<file path="src/rtl/dpr_pkg.sv">
package dpr_pkg;

  localparam int LENGTH_BITS = 12;
  localparam int CNT_W = LENGTH_BITS;
  localparam int CFG_W = 12;
  localparam int LIM_W = (CNT_W > CFG_W) ? CNT_W : CFG_W;
  localparam logic [CFG_W-1:0] MAX_PAYLOAD_RESET = CFG_W'(511);

  localparam logic [7:0] CH_START = 8'h24;
  localparam logic [7:0] CH_HASH = 8'h23;
  localparam logic [7:0] CH_ACK = 8'h2B;
  localparam logic [7:0] CH_NAK = 8'h2D;
  localparam logic [7:0] CH_COLON = 8'h3A;

  localparam logic [1:0] KIND_PAYLOAD = 2'd0;
  localparam logic [1:0] KIND_REPLY = 2'd1;
  localparam logic [1:0] KIND_ACCEPT = 2'd2;
  localparam logic [1:0] KIND_DISCARD = 2'd3;

  localparam logic [1:0] PH_HUNT = 2'd0;
  localparam logic [1:0] PH_PAYLOAD = 2'd1;
  localparam logic [1:0] PH_HIGH = 2'd2;
  localparam logic [1:0] PH_LOW = 2'd3;

  localparam int MAX_RESULTS = 4;

  typedef struct packed {
    logic [1:0] kind;
    logic [7:0] data;
  } result_t;

  typedef struct packed {
    logic [2:0] n;
    result_t [MAX_RESULTS-1:0] ent;
  } batch_t;

  // bit 4 flags a non-hex character, bits 3..0 hold the digit value
  function automatic logic [4:0] hex_digit(input logic [7:0] c);
    logic [4:0] v;
    begin
      if (c >= 8'h61 && c <= 8'h66) begin
        v = {1'b0, 4'(c - 8'h57)};
      end else if (c >= 8'h30 && c <= 8'h39) begin
        v = {1'b0, 4'(c - 8'h30)};
      end else if (c >= 8'h41 && c <= 8'h46) begin
        v = {1'b0, 4'(c - 8'h37)};
      end else begin
        v = 5'h10;
      end
      return v;
    end
  endfunction

  function automatic batch_t push(input batch_t b, input logic [1:0] kind,
                                  input logic [7:0] data);
    batch_t r;
    begin
      r = b;
      if (b.n < 3'(MAX_RESULTS)) begin
        r.ent[b.n[1:0]].kind = kind;
        r.ent[b.n[1:0]].data = data;
        r.n = b.n + 3'd1;
      end
      return r;
    end
  endfunction

endpackage

</file>
<file path="src/rtl/dpr_parser.sv">
module dpr_parser (
  input  logic                       clk,
  input  logic                       rst,
  input  logic                       cfg_wr_en,
  input  logic [dpr_pkg::CFG_W-1:0]  cfg_wr_data,
  input  logic                       step,
  input  logic [7:0]                 rx_byte,
  output dpr_pkg::batch_t            batch
);
  import dpr_pkg::*;

  logic [1:0]       phase, phase_next;
  logic [7:0]       running_sum, running_sum_next;
  logic [CNT_W-1:0] payload_count, payload_count_next;
  logic [7:0]       held [3];
  logic [7:0]       held_next [3];
  logic             has_seq, has_seq_next;
  logic [4:0]       high_digit, high_digit_next;
  logic [CFG_W-1:0] max_payload;

  logic [CNT_W-1:0] cnt_inc;
  logic [LIM_W-1:0] lim, mp_ext, cnt_max_ext;
  logic [4:0]       hv;
  logic             sum_ok;

  assign cnt_inc = payload_count + CNT_W'(1);
  assign mp_ext = LIM_W'(max_payload);
  assign cnt_max_ext = LIM_W'({CNT_W{1'b1}});
  assign lim = (mp_ext > cnt_max_ext) ? cnt_max_ext : mp_ext;
  assign hv = hex_digit(rx_byte);
  assign sum_ok = !hv[4] && !high_digit[4] && ({high_digit[3:0], hv[3:0]} == running_sum);

  always_comb begin
    batch_t b;
    b = '0;
    phase_next = phase;
    running_sum_next = running_sum;
    payload_count_next = payload_count;
    held_next = held;
    has_seq_next = has_seq;
    high_digit_next = high_digit;
    case (phase)
      PH_HUNT: begin
        if (rx_byte == CH_START) begin
          phase_next = PH_PAYLOAD;
          running_sum_next = '0;
          payload_count_next = '0;
          has_seq_next = 1'b0;
        end
      end
      PH_PAYLOAD: begin
        if (rx_byte == CH_START) begin
          b = push(b, KIND_DISCARD, 8'h00);
          running_sum_next = '0;
          payload_count_next = '0;
          has_seq_next = 1'b0;
        end else if (rx_byte == CH_HASH) begin
          if (payload_count >= CNT_W'(1) && payload_count < CNT_W'(3)) begin
            b = push(b, KIND_PAYLOAD, held[0]);
          end
          if (payload_count == CNT_W'(2)) begin
            b = push(b, KIND_PAYLOAD, held[1]);
          end
          phase_next = PH_HIGH;
        end else begin
          running_sum_next = running_sum + rx_byte;
          if (payload_count < CNT_W'(2)) begin
            held_next[payload_count[1:0]] = rx_byte;
          end else if (payload_count == CNT_W'(2)) begin
            held_next[2] = rx_byte;
            if (rx_byte == CH_COLON) begin
              has_seq_next = 1'b1;
            end else begin
              b = push(b, KIND_PAYLOAD, held[0]);
              b = push(b, KIND_PAYLOAD, held[1]);
              b = push(b, KIND_PAYLOAD, rx_byte);
            end
          end else begin
            b = push(b, KIND_PAYLOAD, rx_byte);
          end
          payload_count_next = cnt_inc;
          if (LIM_W'(cnt_inc) >= lim) begin
            b = push(b, KIND_DISCARD, 8'h00);
            phase_next = PH_HUNT;
          end
        end
      end
      PH_HIGH: begin
        high_digit_next = hv;
        phase_next = PH_LOW;
      end
      default: begin
        if (sum_ok) begin
          b = push(b, KIND_REPLY, CH_ACK);
          if (has_seq) begin
            b = push(b, KIND_REPLY, held[0]);
            b = push(b, KIND_REPLY, held[1]);
          end
          b = push(b, KIND_ACCEPT, 8'h00);
        end else begin
          b = push(b, KIND_REPLY, CH_NAK);
          b = push(b, KIND_DISCARD, 8'h00);
        end
        phase_next = PH_HUNT;
      end
    endcase
    batch = b;
  end

  always_ff @(posedge clk) begin
    if (rst) begin
      phase <= PH_HUNT;
      running_sum <= '0;
      payload_count <= '0;
      has_seq <= 1'b0;
      high_digit <= '0;
      max_payload <= MAX_PAYLOAD_RESET;
    end else begin
      if (cfg_wr_en) begin
        max_payload <= cfg_wr_data;
      end
      if (step) begin
        phase <= phase_next;
        running_sum <= running_sum_next;
        payload_count <= payload_count_next;
        has_seq <= has_seq_next;
        high_digit <= high_digit_next;
      end
    end
  end

  always_ff @(posedge clk) begin
    if (step) begin
      held <= held_next;
    end
  end

endmodule

</file>
<file path="src/rtl/dpr_out_buf.sv">
module dpr_out_buf (
  input  logic            clk,
  input  logic            rst,
  input  logic            load,
  input  dpr_pkg::batch_t batch,
  output logic            can_load,
  output logic            m_tvalid,
  input  logic            m_tready,
  output logic [7:0]      m_tdata,  // data
  output logic [1:0]      m_tuser,  // kind
  output logic            m_tlast
);
  import dpr_pkg::*;

  logic [2:0]                    rem;
  result_t [MAX_RESULTS-1:0]     ent;
  logic                          pop;

  assign pop = m_tvalid && m_tready;
  assign m_tvalid = (rem != 3'd0);
  assign m_tdata = ent[0].data;
  assign m_tuser = ent[0].kind;
  assign m_tlast = (rem == 3'd1);
  assign can_load = (rem == 3'd0) || (rem == 3'd1 && m_tready);

  always_ff @(posedge clk) begin
    if (rst) begin
      rem <= 3'd0;
    end else if (load) begin
      rem <= batch.n;
    end else if (pop) begin
      rem <= rem - 3'd1;
    end
  end

  // advance the queue head on each transaction
  always_ff @(posedge clk) begin
    if (load) begin
      ent <= batch.ent;
    end else if (pop) begin
      ent <= {result_t'('0), ent[MAX_RESULTS-1:1]};
    end
  end

endmodule

</file>
<file path="src/rtl/debug_packet_receiver_top.sv">
// Remote-debug packet receiver: takes one received character per transaction
// on s_*, hunts for '$', forwards payload bytes, checks the two-digit hex
// checksum after '#', and answers with reply bytes ('+' plus, if the third
// payload byte is ':', an echoed two-byte sequence id; or '-'), then a verdict
// (accepted or discarded). One character yields zero to four results on m_*,
// the last one flagged by m_tlast. While m_tready is high, a character is
// taken every cycle if it yields at most one result, and one that yields
// more holds the input while the output queue drains them, one per cycle.
// An input register and the output queue let one character wait while results
// drain. Write max_payload through cfg_wr_en only while the block is idle.
module debug_packet_receiver_top (
  input  logic                      clk,
  input  logic                      rst,
  input  logic                      cfg_wr_en,
  input  logic [dpr_pkg::CFG_W-1:0] cfg_wr_data,  // max_payload
  input  logic                      s_tvalid,
  output logic                      s_tready,
  input  logic [7:0]                s_tdata,      // rx_byte
  output logic                      m_tvalid,
  input  logic                      m_tready,
  output logic [7:0]                m_tdata,      // data
  output logic [1:0]                m_tuser,      // kind
  output logic                      m_tlast
);
  import dpr_pkg::*;

  logic       in_valid;
  logic [7:0] in_byte;
  logic       can_load;
  logic       step;
  batch_t     batch;

  assign step = in_valid && can_load;
  assign s_tready = !in_valid || can_load;

  always_ff @(posedge clk) begin
    if (rst) begin
      in_valid <= 1'b0;
    end else if (s_tready) begin
      in_valid <= s_tvalid;
    end
  end

  always_ff @(posedge clk) begin
    if (s_tready && s_tvalid) begin
      in_byte <= s_tdata;
    end
  end

  dpr_parser u_parser (
    .clk         (clk),
    .rst         (rst),
    .cfg_wr_en   (cfg_wr_en),
    .cfg_wr_data (cfg_wr_data),
    .step        (step),
    .rx_byte     (in_byte),
    .batch       (batch)
  );

  dpr_out_buf u_out_buf (
    .clk      (clk),
    .rst      (rst),
    .load     (step),
    .batch    (batch),
    .can_load (can_load),
    .m_tvalid (m_tvalid),
    .m_tready (m_tready),
    .m_tdata  (m_tdata),
    .m_tuser  (m_tuser),
    .m_tlast  (m_tlast)
  );

endmodule
</file>
<file path="config.mk">
export PLATFORM = sky130hd
export DESIGN_NAME = debug_packet_receiver_top
export DESIGN_NICKNAME = d
export VERILOG_FILES = /design/src/rtl/dpr_pkg.sv /design/src/rtl/dpr_parser.sv /design/src/rtl/dpr_out_buf.sv /design/src/rtl/debug_packet_receiver_top.sv
export SDC_FILE = /design/constraint.sdc
export NUM_CORES = 1
export LEC_CHECK = 0
export ABC_AREA = 1
export BUFFER_PORTS_ARGS = -buffer_cell sky130_fd_sc_hd__buf_2
export CAP_MARGIN = 10
export CORE_AREA = 2 2 116 118
export DETAILED_ROUTE_END_ITERATION = 7
export DIE_AREA = 0 0 118 120
export REMOVE_ABC_BUFFERS = 1
export SLEW_MARGIN = 15
export SYNTH_ARGS = -nofsm -noshare
export SYNTH_HDL_FRONTEND = slang
export SYNTH_SLANG_ARGS = --single-unit
</file>
<file path="constraint.sdc">
create_clock -name clk -period 6.9 [get_ports clk]
set_input_delay 0.69 -clock clk [delete_from_list [all_inputs] [get_ports clk]]
set_output_delay 0.69 -clock clk [all_outputs]
set_load 0.01 [all_outputs]
</file>
==> results.rst <==
.. list-table::
   :header-rows: 1

   * - Metric
     - Value
   * - Num CTS Buffers
     - 9
   * - Sort of element at the start of the critical path
     - flip-flop
   * - Total routing usage reported by global routing
     - 22.58%
   * - Width of the die
     - 118 um
   * - Clock sink count
     - 100
   * - Leading post-synthesis cells by cell area
     - sky130_fd_sc_hd__edfxtp_1 (28%), sky130_fd_sc_hd__dfxtp_1 (15%), sky130_fd_sc_hd__nand2_1 (8.5%)
   * - R2r worst-path depth
     - 9
   * - Clock transition at the register clock pins on the worst setup and hold paths after CTS
     - around 0.07 ns
   * - Sequential area share after synthesis
     - between 40% and 50%
   * - Post-synthesis instance area
     - 6040 um^2
   * - Portion of synthesized cell area occupied by the leading cell type
     - roughly 28%
   * - Placer Congestion
     - between 0.9 and 1
   * - Core ar.
     - about 13000 um^2
   * - Post-route DRC
     - 0
   * - Count of max-cap constraint violations
     - 0
   * - Final worst path period share
     - 56.51%
   * - Row count
     - 42
   * - Wirelength per Cell
     - approximately 16 um
   * - Timing-limited maximum frequency
     - 256.5 MHz
   * - Area growth from synthesis to layout
     - 8.929%
   * - Utilization after layout
     - 50.68%
   * - Type of destination of the critical path
     - flip-flop
   * - Unique masters post-synth
     - 47
   * - Number of placed cells counting well taps
     - 915
   * - Setup fix buffers added after clock tree synthesis
     - 0
   * - Routed vias
     - 5032
   * - Via count of the first global-routing pass
     - 4771
   * - Instance count of the mapped netlist
     - 733
   * - Yosys warnings
     - 0
   * - Most instantiated library cell after synthesis
     - sky130_fd_sc_hd__nand2_1
   * - Power density relative to cell area
     - ~260 nW/um^2
   * - Standby leakage power
     - 2.842 nW
   * - Global-route wire length before repair
     - ~25000 um
   * - Count of inserted antenna diode cells
     - 0
   * - Total wire length after detailed routing
     - 15250 um
   * - Maximum number of pins on one net before global-route repair
     - 36
   * - Number of fill cells
     - 1247
   * - Reg-to-reg setup timing slack
     - 3.00 ns
   * - Run status
     - finished, final reports clean
   * - NumNets Final
     - slightly above 800
   * - Proportion of layout cells with a drive suffix above 1
     - a little over an eighth
   * - Cell at the root of the clock tree
     - sky130_fd_sc_hd__clkbuf_16
   * - Power after layout
     - 1.735 mW
   * - Worst hold path depth
     - 2
   * - Clk_lat worst skew
     - 0.37 ns
   * - Starting DRT DRC Count
     - around 320
   * - PortBufs
     - 37
   * - Post-route setup slack
     - 3.001 ns
   * - Count of boundary I/O pins
     - 38
   * - Pin slew with the least headroom to its limit
     - about 1.1 ns
   * - Count of state elements after synthesis
     - 100
   * - Peak supply drop
     - 0.1231 mV
   * - Clock tree from TritonCTS
     - done
   * - Synthesized area divided by synthesized cell count
     - 8.239 um^2
   * - Slew HR
     - 25.37%
   * - Area of the die
     - 14160 um^2
   * - Fin Clk Skew
     - 0.01275 ns
   * - Total of endpoints with negative setup slack in the final report
     - 0
   * - Post-route non-filler standard cell count
     - roughly 930
   * - H-tree level count
     - 3
   * - Top fanout value on the critical path
     - 23
   * - Maximum number of buffers from clock root to sink
     - 2
   * - Post-synth EDFFs
     - 56
   * - Number of resized instances in the post-cts repair step
     - 0
   * - Fin. Hold Viols
     - 0
   * - Post-route minimum period
     - 3.899 ns
   * - Die height
     - ~120 um
   * - Quantity of hold-fixing buffers added after cts
     - 0
   * - DR pass1 iterations
     - 5
   * - Post-placement setup slack
     - 3.065 ns
   * - CP Class
     - reg2reg
   * - Antenna violation net count after detailed routing
     - 0
   * - Async S/R FF share, synth
     - 0%
   * - Number of antenna violations at the first check in global routing
     - 0
   * - Most frequent cells after synthesis
     - sky130_fd_sc_hd__nand2_1 (137), sky130_fd_sc_hd__inv_1 (90), sky130_fd_sc_hd__a21oi_1 (62)
   * - Dpl hpwl
     - 11270 um
   * - Leftover overflow at the end of global routing
     - 0
   * - Dominant cell type by area after synthesis
     - sky130_fd_sc_hd__edfxtp_1
   * - Total negative slack for setup checks
     - 0 ns
   * - Worst min path class
     - reg2reg
   * - Endpoint required time on the critical path
     - 6.88 ns
   * - Setup repair after global routing missed its margin
     - false
   * - Top_reg_cell synth
     - sky130_fd_sc_hd__edfxtp_1
   * - Effective utilization at floorplan
     - 46.53%
   * - Total count of max-transition violations in the final report
     - 0
   * - Arrival time worst endpoint
     - around 3.9 ns
   * - Number of vias per cell
     - 5.405
## cell type report
cell class	instances	area (um^2)	area share, %
repair buffers	38	192.7	2.929
clock buffers	10	229.0	3.480
multi-input cells	502	2939	44.67
flip-flops and latches	100	2562	38.95
inverters	99	371.6	5.649
well taps	176	220.2	3.347
clock inverters	6	63.81	0.9700
## report_power, final
part	total (mW)	internal [mW]	switching (mW)	leakage [nW]
logic	0.385	0.127	0.259	1.81
clock network	0.518	0.281	0.236	0.137
registers	0.832	0.787	0.0457	0.892
## worst max-delay path, cell delays in order, from the launching register on
cell and delay [ns]:
sky130_fd_sc_hd__edfxtp_1 0.60, sky130_fd_sc_hd__ha_1 0.31, sky130_fd_sc_hd__nand3_1 0.09, sky130_fd_sc_hd__buf_4 0.28, sky130_fd_sc_hd__inv_1 0.23, sky130_fd_sc_hd__nor2_1 0.16
sky130_fd_sc_hd__inv_1 0.08, sky130_fd_sc_hd__nor2_2 0.67, sky130_fd_sc_hd__inv_2 0.27, sky130_fd_sc_hd__nor3_1 0.80
## metal layers
metal	GRT usage [%]	part of all wire [%]
met5	0	0
met4	9.940	2.8
met3	2.852	4.6
met2	35.43	46
met1	31.38	47
## final timing paths
path                           start                 endpoint
max                       in_byte[1]         u_parser.held[8]
min reg2reg  u_parser.max_payload[5]  u_parser.max_payload[5]
min          u_parser.max_payload[5]  u_parser.max_payload[5]
max reg2reg               in_byte[1]         u_parser.held[8]
## state kept, by name (all words and copies together) (netlist names)
name                    count
u_parser.phase              2
u_parser.high_digit         5
u_out_buf.rem               3
u_parser.max_payload       12
u_parser.running_sum        8
u_out_buf.m_tdata           8
in_valid                    1
u_parser.held              16
u_out_buf.m_tuser           2
u_out_buf.ent              22
u_parser.payload_count     12
u_parser.has_seq            1
in_byte                     8
## kinds of logic (layout without fill, tap and decap cells)
kind of cell / count (synthesis) / in the layout / share of synthesized area (%)
adders and majority gates: 38 / 38 / 7.997
DFF: 100 / 100 / 42.43
buffers and inverters: 131 / 153 / 9.157
xor gates and xnor gates: 16 / 16 / 2.320
AOI/OAI and AO/OA: 172 / 172 / 17.20
and+or+nand+nor: 276 / 276 / 20.90
## cells in the final DEF (no fill, tap or decap), types with 3 or more instances in the layout
cell type	count
sky130_fd_sc_hd__nand2_1	137
sky130_fd_sc_hd__inv_1	90
sky130_fd_sc_hd__a21oi_1	62
sky130_fd_sc_hd__edfxtp_1	56
sky130_fd_sc_hd__nor2_1	51
sky130_fd_sc_hd__o21ai_0	46
sky130_fd_sc_hd__dfxtp_1	44
sky130_fd_sc_hd__nand3_1	40
sky130_fd_sc_hd__ha_1	37
sky130_fd_sc_hd__buf_2	37
sky130_fd_sc_hd__o211ai_1	13
sky130_fd_sc_hd__xor2_1	11
sky130_fd_sc_hd__o31ai_1	10
sky130_fd_sc_hd__clkbuf_16	9
sky130_fd_sc_hd__nand2_2	8
sky130_fd_sc_hd__a22oi_1	8
sky130_fd_sc_hd__nor2_2	7
sky130_fd_sc_hd__inv_2	7
sky130_fd_sc_hd__nand4_1	7
sky130_fd_sc_hd__o21ai_1	7
sky130_fd_sc_hd__o22ai_2	7
sky130_fd_sc_hd__nand3_2	5
sky130_fd_sc_hd__nor3_1	5
sky130_fd_sc_hd__xnor2_1	5
sky130_fd_sc_hd__nand2_4	4
sky130_fd_sc_hd__nor3_2	3
sky130_fd_sc_hd__o21bai_1	3
sky130_fd_sc_hd__clkinv_1	3
sky130_fd_sc_hd__a31oi_1	3
## through the flow
step                hold slack (ns)  area (um^2)
finish                       0.4641         6579
global route                 0.4990         6579
CTS                          0.4696         6579
detailed placement           0.4589         6286
global placement             0.4504         6286
floorplan                    0.4334         5858
No activity file was read; power rests on OpenSTA's default activity.
